### src/rtl/cwcr_pkg.sv
// Shared types and constants of the circle wall collision resolver.
// Holds the wall table, the controller/datapath command and status types.
// No dependencies.
`default_nettype none

package cwcr_pkg;

    localparam int POS_W      = 16;               // Q12.4 port positions
    localparam int RAD_W      = 12;               // Q8.4 radius
    localparam int ACC_W      = 20;               // widened centre during the pass
    localparam int DIFF_W     = 21;               // offset to nearest point
    localparam int SQ_W       = 42;               // squared distance
    localparam int MAG_W      = 21;               // distance
    localparam int PROD_W     = 34;               // offset times overlap
    localparam int REM_W      = 35;               // divider remainder
    localparam int QUO_W      = 13;               // rounded push
    localparam int SQRT_STEPS = 21;
    localparam int DIV_STEPS  = 13;
    localparam int STEP_W     = 5;
    localparam int ROM_WALLS  = 6;
    localparam int WALL_W     = 3;
    localparam int CFG_ADDR_W = 3;
    localparam int CFG_DATA_W = 16;

    // configuration register indexes
    localparam logic [CFG_ADDR_W-1:0] REG_RADIUS        = 3'd0;
    localparam logic [CFG_ADDR_W-1:0] REG_BORDER_LEFT   = 3'd1;
    localparam logic [CFG_ADDR_W-1:0] REG_BORDER_RIGHT  = 3'd2;
    localparam logic [CFG_ADDR_W-1:0] REG_BORDER_TOP    = 3'd3;
    localparam logic [CFG_ADDR_W-1:0] REG_BORDER_BOTTOM = 3'd4;

    localparam logic [RAD_W-1:0] RADIUS_RST        = 12'd800;
    localparam logic [POS_W-1:0] BORDER_LEFT_RST   = 16'd0;
    localparam logic [POS_W-1:0] BORDER_RIGHT_RST  = 16'd30720;
    localparam logic [POS_W-1:0] BORDER_TOP_RST    = 16'd0;
    localparam logic [POS_W-1:0] BORDER_BOTTOM_RST = 16'd17280;

    typedef struct packed {
        logic signed [POS_W-1:0] x0;
        logic signed [POS_W-1:0] y0;
        logic signed [POS_W-1:0] x1;
        logic signed [POS_W-1:0] y1;
    } wall_t;

    // left, top, right, bottom in Q12.4
    function automatic wall_t wall_rom(input logic [WALL_W-1:0] idx);
        wall_t w;
        case (idx)
            3'd0:    w = '{16'sd4000,  16'sd3200,  16'sd4800,  16'sd12800};
            3'd1:    w = '{16'sd25920, 16'sd3200,  16'sd26720, 16'sd12800};
            3'd2:    w = '{16'sd9600,  16'sd0,     16'sd14400, 16'sd4800};
            3'd3:    w = '{16'sd12800, 16'sd12480, 16'sd17600, 16'sd17280};
            3'd4:    w = '{16'sd12160, 16'sd8480,  16'sd16960, 16'sd9120};
            3'd5:    w = '{16'sd12160, 16'sd9760,  16'sd16960, 16'sd10400};
            default: w = '{16'sd0,     16'sd0,     16'sd0,     16'sd0};
        endcase
        return w;
    endfunction

    typedef enum logic [3:0] {
        OP_NONE,
        OP_LOAD,
        OP_CLAMP,
        OP_MULT,
        OP_SUM,
        OP_INSIDE,
        OP_SQ_STEP,
        OP_DIV_INIT,
        OP_DIV_PREP,
        OP_DIV_STEP,
        OP_APPLY,
        OP_BORDER,
        OP_EMIT
    } dp_op_t;

    typedef struct packed {
        dp_op_t            op;
        logic [WALL_W-1:0] wall;
    } dp_cmd_t;

    typedef struct packed {
        logic d2_zero;
        logic overlap_pos;
        logic out_free;
    } dp_stat_t;

    typedef enum logic [3:0] {
        ST_IDLE,
        ST_CLAMP,
        ST_MULT,
        ST_SUM,
        ST_CHECK,
        ST_SQRT,
        ST_OVL,
        ST_DIV_INIT,
        ST_DIV_PREP,
        ST_DIV,
        ST_APPLY,
        ST_BORDER,
        ST_EMIT
    } ctrl_state_t;

endpackage

`default_nettype wire

### src/rtl/cwcr_ctrl.sv
// Controller of the collision resolver: walks the walls and sequences the
// datapath steps. Uses cwcr_pkg.
`default_nettype none

module cwcr_ctrl #(
    parameter int WALL_COUNT = 6
) (
    input  wire                 clk,
    input  wire                 rst_n,
    input  wire                 in_valid,
    output logic                in_ready,
    input  cwcr_pkg::dp_stat_t  stat,
    output cwcr_pkg::dp_cmd_t   cmd
);
    import cwcr_pkg::*;

    localparam int WALLS_USED = (WALL_COUNT < ROM_WALLS) ? WALL_COUNT : ROM_WALLS;
    localparam logic [WALL_W-1:0] LAST_WALL = WALL_W'(WALLS_USED - 1);

    ctrl_state_t         state_reg, state_next;
    logic [WALL_W-1:0]   wall_reg, wall_next;
    logic [STEP_W-1:0]   step_reg, step_next;
    logic                last_wall;

    assign last_wall = (wall_reg == LAST_WALL);

    always_comb
    begin
        state_next = state_reg;
        wall_next  = wall_reg;
        step_next  = step_reg;
        case (state_reg)
            ST_IDLE:
                if (in_valid)
                begin
                    state_next = ST_CLAMP;
                    wall_next  = '0;
                end
            ST_CLAMP: state_next = ST_MULT;
            ST_MULT:  state_next = ST_SUM;
            ST_SUM:   state_next = ST_CHECK;
            ST_CHECK:
            begin
                state_next = stat.d2_zero ? ST_BORDER : ST_SQRT;
                step_next  = '0;
            end
            ST_SQRT:
            begin
                step_next = step_reg + 1'b1;
                if (step_reg == STEP_W'(SQRT_STEPS - 1))
                    state_next = ST_OVL;
            end
            ST_OVL:
                if (stat.overlap_pos)
                    state_next = ST_DIV_INIT;
                else if (last_wall)
                    state_next = ST_BORDER;
                else
                begin
                    state_next = ST_CLAMP;
                    wall_next  = wall_reg + 1'b1;
                end
            ST_DIV_INIT: state_next = ST_DIV_PREP;
            ST_DIV_PREP:
            begin
                state_next = ST_DIV;
                step_next  = '0;
            end
            ST_DIV:
            begin
                step_next = step_reg + 1'b1;
                if (step_reg == STEP_W'(DIV_STEPS - 1))
                    state_next = ST_APPLY;
            end
            ST_APPLY:
                if (last_wall)
                    state_next = ST_BORDER;
                else
                begin
                    state_next = ST_CLAMP;
                    wall_next  = wall_reg + 1'b1;
                end
            ST_BORDER: state_next = ST_EMIT;
            ST_EMIT:
                if (stat.out_free)
                    state_next = ST_IDLE;
            default: state_next = ST_IDLE;
        endcase
    end

    always_comb
    begin
        cmd.wall = wall_reg;
        in_ready = 1'b0;
        case (state_reg)
            ST_IDLE:
            begin
                in_ready = 1'b1;
                cmd.op   = in_valid ? OP_LOAD : OP_NONE;
            end
            ST_CLAMP:    cmd.op = OP_CLAMP;
            ST_MULT:     cmd.op = OP_MULT;
            ST_SUM:      cmd.op = OP_SUM;
            ST_CHECK:    cmd.op = stat.d2_zero ? OP_INSIDE : OP_NONE;
            ST_SQRT:     cmd.op = OP_SQ_STEP;
            ST_DIV_INIT: cmd.op = OP_DIV_INIT;
            ST_DIV_PREP: cmd.op = OP_DIV_PREP;
            ST_DIV:      cmd.op = OP_DIV_STEP;
            ST_APPLY:    cmd.op = OP_APPLY;
            ST_BORDER:   cmd.op = OP_BORDER;
            ST_EMIT:     cmd.op = stat.out_free ? OP_EMIT : OP_NONE;
            default:     cmd.op = OP_NONE;
        endcase
    end

    always_ff @(posedge clk or negedge rst_n)
    begin
        if (!rst_n)
        begin
            state_reg <= ST_IDLE;
            wall_reg  <= '0;
            step_reg  <= '0;
        end
        else
        begin
            state_reg <= state_next;
            wall_reg  <= wall_next;
            step_reg  <= step_next;
        end
    end

    a_wall_range: assert property (@(posedge clk) disable iff (!rst_n)
        wall_reg <= LAST_WALL)
        else $error("wall index beyond the walls in use");

    a_sqrt_len: assert property (@(posedge clk) disable iff (!rst_n)
        state_reg == ST_SQRT |-> step_reg < STEP_W'(SQRT_STEPS))
        else $error("square root ran too many steps");

    a_div_len: assert property (@(posedge clk) disable iff (!rst_n)
        state_reg == ST_DIV |-> step_reg < STEP_W'(DIV_STEPS))
        else $error("divider ran too many steps");

    a_emit_idle: assert property (@(posedge clk) disable iff (!rst_n)
        cmd.op == OP_EMIT |=> state_reg == ST_IDLE)
        else $error("result emitted without return to idle");

endmodule

`default_nettype wire

### config.mk
export PLATFORM = sky130hd
export DESIGN_NAME = cwcr_ctrl
export DESIGN_NICKNAME = d
export VERILOG_FILES = /design/src/rtl/cwcr_pkg.sv /design/src/rtl/cwcr_ctrl.sv
export SDC_FILE = /design/constraint.sdc
export NUM_CORES = 1
export LEC_CHECK = 0
export ABC_AREA = 1
export BUFFER_PORTS_ARGS = -buffer_cell sky130_fd_sc_hd__buf_4
export CAP_MARGIN = 10
export CORE_MARGIN = 3
export CORE_UTILIZATION = 30
export CTS_CLUSTER_DIAMETER = 120
export CTS_CLUSTER_SIZE = 24
export DETAILED_ROUTE_END_ITERATION = 10
export RECOVER_POWER = 50
export SLEW_MARGIN = 20
export SYNTH_ARGS = -nofsm -noshare
export SYNTH_HDL_FRONTEND = slang
export SYNTH_SLANG_ARGS = --single-unit
export TNS_END_PERCENT = 20
### constraint.sdc
create_clock -name clk -period 1.35 [get_ports clk]
set_clock_uncertainty 0.15 [all_clocks]
set_input_delay 0.0675 -clock clk [delete_from_list [all_inputs] [get_ports clk]]
set_output_delay 0.0675 -clock clk [all_outputs]
set_load 0.02 [all_outputs]
# Yosys cells after proc, flatten, opt, wreduce, memory -nomap -nowiden
# Cells that the tools add are included.
# Widths: inputs -> output; s select.
[totals]
ram_bits = 0
rom_bits = 0
register_bits = 12
latch_bits = 0
elab_cells = 50
n_memories = 0
[classes]
muxes = 18
multipliers = 0
shift = 0
n_addsub = 2
bitwise_logic = 0
n_eq_ne = 20
div_mod_pow = 0
magnitude_cmp = 0
n_reduce_logical = 7
[ops]
columns = ["op", "n"]
rows = [
  ["$pmux 4 s13", 1],
  ["$pmux 4 s12", 1],
  ["$mux 4", 8],
  ["$eq 4x4->1 const B", 5],
  ["$eq 4x3->1 const B", 4],
  ["$mux 3", 4],
  ["$ne 2x2->1 const B", 5],
  ["$pmux 5 s2", 1],
  ["$pmux 3 s3", 1],
  ["$eq 4x2->1 const B", 2],
  ["$add 5x1->5 const B", 1],
  ["$eq 5x4->1 const B", 1],
  ["$eq 5x5->1 const B", 1],
  ["$eq 4x1->1 const B", 1],
  ["$logic_not 4->1", 1],
  ["$reduce_and 4->1", 1],
  ["$reduce_or 2->1", 2],
  ["$add 3x1->3 const B", 1],
  ["$eq 3x3->1 const B", 1],
  ["$reduce_and 3->1", 1],
  ["$reduce_bool 3->1", 1],
  ["$mux 1", 2],
  ["$reduce_bool 2->1", 1],
]

# Longest topological paths before layout
[depth]
depth_word = 4
mapped_depth = 9
depth_no_buf = 8

# Worst setup path after synthesis
# OpenSTA, ideal clock, no wires.
[synth_path]
path_kind = "reg-to-reg"
startpoint = "register wall_reg[1]"
endpoint = "register wall_reg[0]"
setup_ps = 121
t_arrival_ps = 1154
path_slack_ps = -75
required_time_ps = 1079
path_buffers = 0
path_stages_with_launch = 9
path_cell_list = "dfrtp_1 -> inv_1 -> ha_1 -> nand2_1 -> inv_1 -> nand3_2 -> nand2_2 -> o21bai_1 -> nand2_1"
[synth_between]
elab_chain_len = 4
[synth_lines]
columns = ["element", "line_no", "source"]
rows = [
  ["start: declaration", "cwcr_ctrl.sv:21", "logic [WALL_W-1:0] wall_reg, wall_next;"],
  ["start signal: assignment", "cwcr_ctrl.sv:127", "wall_reg <= wall_next;"],
  ["$eq 3x3->1 (*)", "cwcr_ctrl.sv:25", "assign last_wall = (wall_reg == LAST_WALL);"],
  ["$mux 3 (*)", "--", ""],
  ["$mux 3", "--", ""],
  ["$pmux 3 s3 (*)", "--", ""],
]
# Every way passes the cells marked *; elsewhere a longest branch is shown, timed or not. The select of a mux whose other input is x is not followed.
# A chain may end at the register's enable or synchronous reset.

==> results.ini <==
[route]
routed-wl-met3_um=153
met2_length_um=1230
drtIter0Drc=76
post_drt_wl_per_cell_um=11.5
postRouteAntennaNets=0
drtPass1Iterations=5
wl_met1_um=1140
wl_um=2570
vias=1041
top_layer_used=met4
route.detailed.drc=0
routed_via_density=4.67

[outcome]
status=finished with violations
violations=negative setup slack

[synthesis]
ys_seq_area_share_pct=31.4
syn_inst=139
syn_nets=149
avgSynthCellArea_um2=6.88
ys_ff_latch=12
ys_types=23
ys_warn_count=0
syn_area_um2=956

[critical_path]
rr_startpoint=state_reg[1]$_DFFE_PN0P_
crit_path_start=state_reg[0]$_DFFE_PN0P_
reg2reg_slack_ns=-0.17
critPathMaxFanout=6
crit_path_frequent_cell=o211ai_1
critical_path.cell_chain=buf_6, o211ai_1, o211ai_1, buf_4
critPathTopFamily=flip-flops
critPathMaxStageDelay_ns=0.47
critical_path_class=reg2out
endpoint_kind=output pin
startpoint_type=flip-flop
slowest_stage=dfrtp_2
cp_data_required_time_ns=1.13
worst-path-buf-inv=2
arrival_ns=1.43

[clocking]
cts_made_buffers=3
clk_latency_ns=0.27
cts_tree=done
cts-root-buf=clkbuf_4
clock_path_buffers=2
htreeDepth=1
cts.sinks=12
clkTransAtPathRegs_ns=0.07

[min_path]
hold_class=in2reg
hold_start=stat[1]

[floorplan]
io-pin-count=14
die_h_um=62.5
coreArea_um2=2900
start_util_pct=33.0
die_w_um=62.5
die-area_um2=3900
rows=19

[timing]
max_freq_mhz=606
hold_viol=0
maxSlewViolCount=0
worstMarginPinSlew_ns=0.643
setup_viol_count_final=15
rsz0062_at_grt=true
slew_headroom_pct=57.1
fin_setup_tns_ns=-2.06
period_needed_ns=1.65
setup_ws_ns=-0.300
period_share_pct=122

[final_layout]
area_growth_pct=50.0
largest_reg_flops=5
diodes=0
utilization_pct=49.4
final_net_count=192
drive_above_1_share_pct=41.4
design_area_um2=1430

[job]
drv_cap=0

[place]
dp_slack_ns=-0.150
hpwl_um=1920
place_area_um2=1250
port_buffers=13
gp_congestion=0.859

[power_and_ir_drop]
power.density_nw_per_um2=2000
p_leak_uw=0.000739
p_total_uw=2870
peakVddDrop_mv=0.854

[grt]
grt_pass1_wl_um=4410
overflow=0
antenna_found_initial=0
grt_max_degree=13
first_global_vias=1029
track_usage_pct=14.0

[worst paths after layout]
check	to	cells after the start
setup / recovery	cmd[5]	4
hold / removal	state_reg[3]$_DFFE_PN0P_	6
setup reg to reg	wall_reg[2]$_DFFE_PN0P_	8
hold reg to reg	step_reg[0]$_DFFE_PN0P_	2
max in group asynchronous	wall_reg[1]$_DFFE_PN0P_	2
min in group asynchronous	state_reg[1]$_DFFE_PN0P_	2
[timing repair]
item,4_1_cts,5_1_grt
resized for setup,22,11
endpoints found under the setup margin,17,17
hold endpoints to repair,12,0
hold buffers,1,0
pin swaps,10,4
buffers inserted,5,1
[worst register-to-register path, delay by kind of cell, from the launching register on]
kind / cells / cell delay (ns)
simple gates: 5 / 0.46
buf+inv: 2 / 0.28
flops: 1 / 0.41
compound gates: 1 / 0.12
[through the flow]
| stage | hold WS (ns) | std cells |
|---|---|---|
| 4_1_cts | 0.0110 | 222 |
| 2_1_floorplan | -0.378 | 139 |
| 5_1_grt | 0.140 | 223 |
| 3_5_place_dp | -0.233 | 212 |
| 3_3_place_gp | -0.236 | 212 |
| 6_report | 0.134 | 223 |
[power breakdown]
group,switching [uW],internal [uW]
combinational,1080,896
sequential,148,474
clock,113,164
[Yosys cell counts (all sizes together)]
cell type	n	area share, %
ha	4	5.2
o22ai	2	1.3
nand2	41	17
nor2	16	8.4
nand3	11	7.6
dfrtp	12	31
a21oi	1	0.52
nand4	6	3.9
xnor2	2	1.8
o21ai	8	4.2
o21bai	3	2.4
buf	1	0.79
o31ai	1	0.79
inv	25	9.8
xor2	2	1.8
o211ai	2	1.6
nand3b	2	1.6
[cells in the final DEF, fill, tap and decap left out]
master / synthesis / routed
nand3_4: 1 / 2
inv_2: 2 / 3
xnor2_1: 2 / 2
ha_1: 4 / 3
buf_6: 0 / 8
nand3_1: 9 / 5
nand2_2: 3 / 10
buf_4: 1 / 29
o21ai_1: 0 / 2
nand2_1: 38 / 31
nor2_2: 2 / 2
o211ai_1: 2 / 2
dlygate4sd3_1: 0 / 1
nand4_1: 6 / 6
clkbuf_8: 0 / 1
clkbuf_1: 0 / 1
nor2_4: 2 / 3
xor2_1: 2 / 2
dfrtp_1: 12 / 7
o31ai_1: 1 / 1
dfrtp_2: 0 / 5
o21bai_1: 3 / 3
o21ai_0: 8 / 4
inv_4: 0 / 1
a21oi_2: 0 / 1
o21ai_2: 0 / 2
o22ai_1: 2 / 2
nand3b_1: 2 / 2
ha_2: 0 / 1
clkbuf_4: 0 / 3
inv_1: 23 / 21
nor2_1: 12 / 11
nand3_2: 1 / 4
[routing by layer]
layer | up-vias | GRT usage (%)
met4 | 0 | 6.89
li1 | 532 | -
met3 | 6 | 2.70
met2 | 31 | 22.5
met5 | - | 0
met1 | 472 | 18.0
[final cells by class]
| class | count | area [um^2] |
|---|---|---|
| timing repair buffer | 39 | 322 |
| clock buffer | 4 | 36.3 |
| tap | 42 | 52.6 |
| inverter | 25 | 96.3 |
| multi-input combinational | 101 | 621 |
| fill | 281 | 1470 |
| sequential | 12 | 307 |
[logic make-up after synthesis]
family	count (synthesis)	synth area share [%]
simple gates	76	38.4
buf+inv	26	10.6
compound gates	17	10.7
flops	12	31.4
xor+xnor	4	3.67
fa+ha+maj	4	5.24
Note: power is estimated with default switching activity, not from simulation.
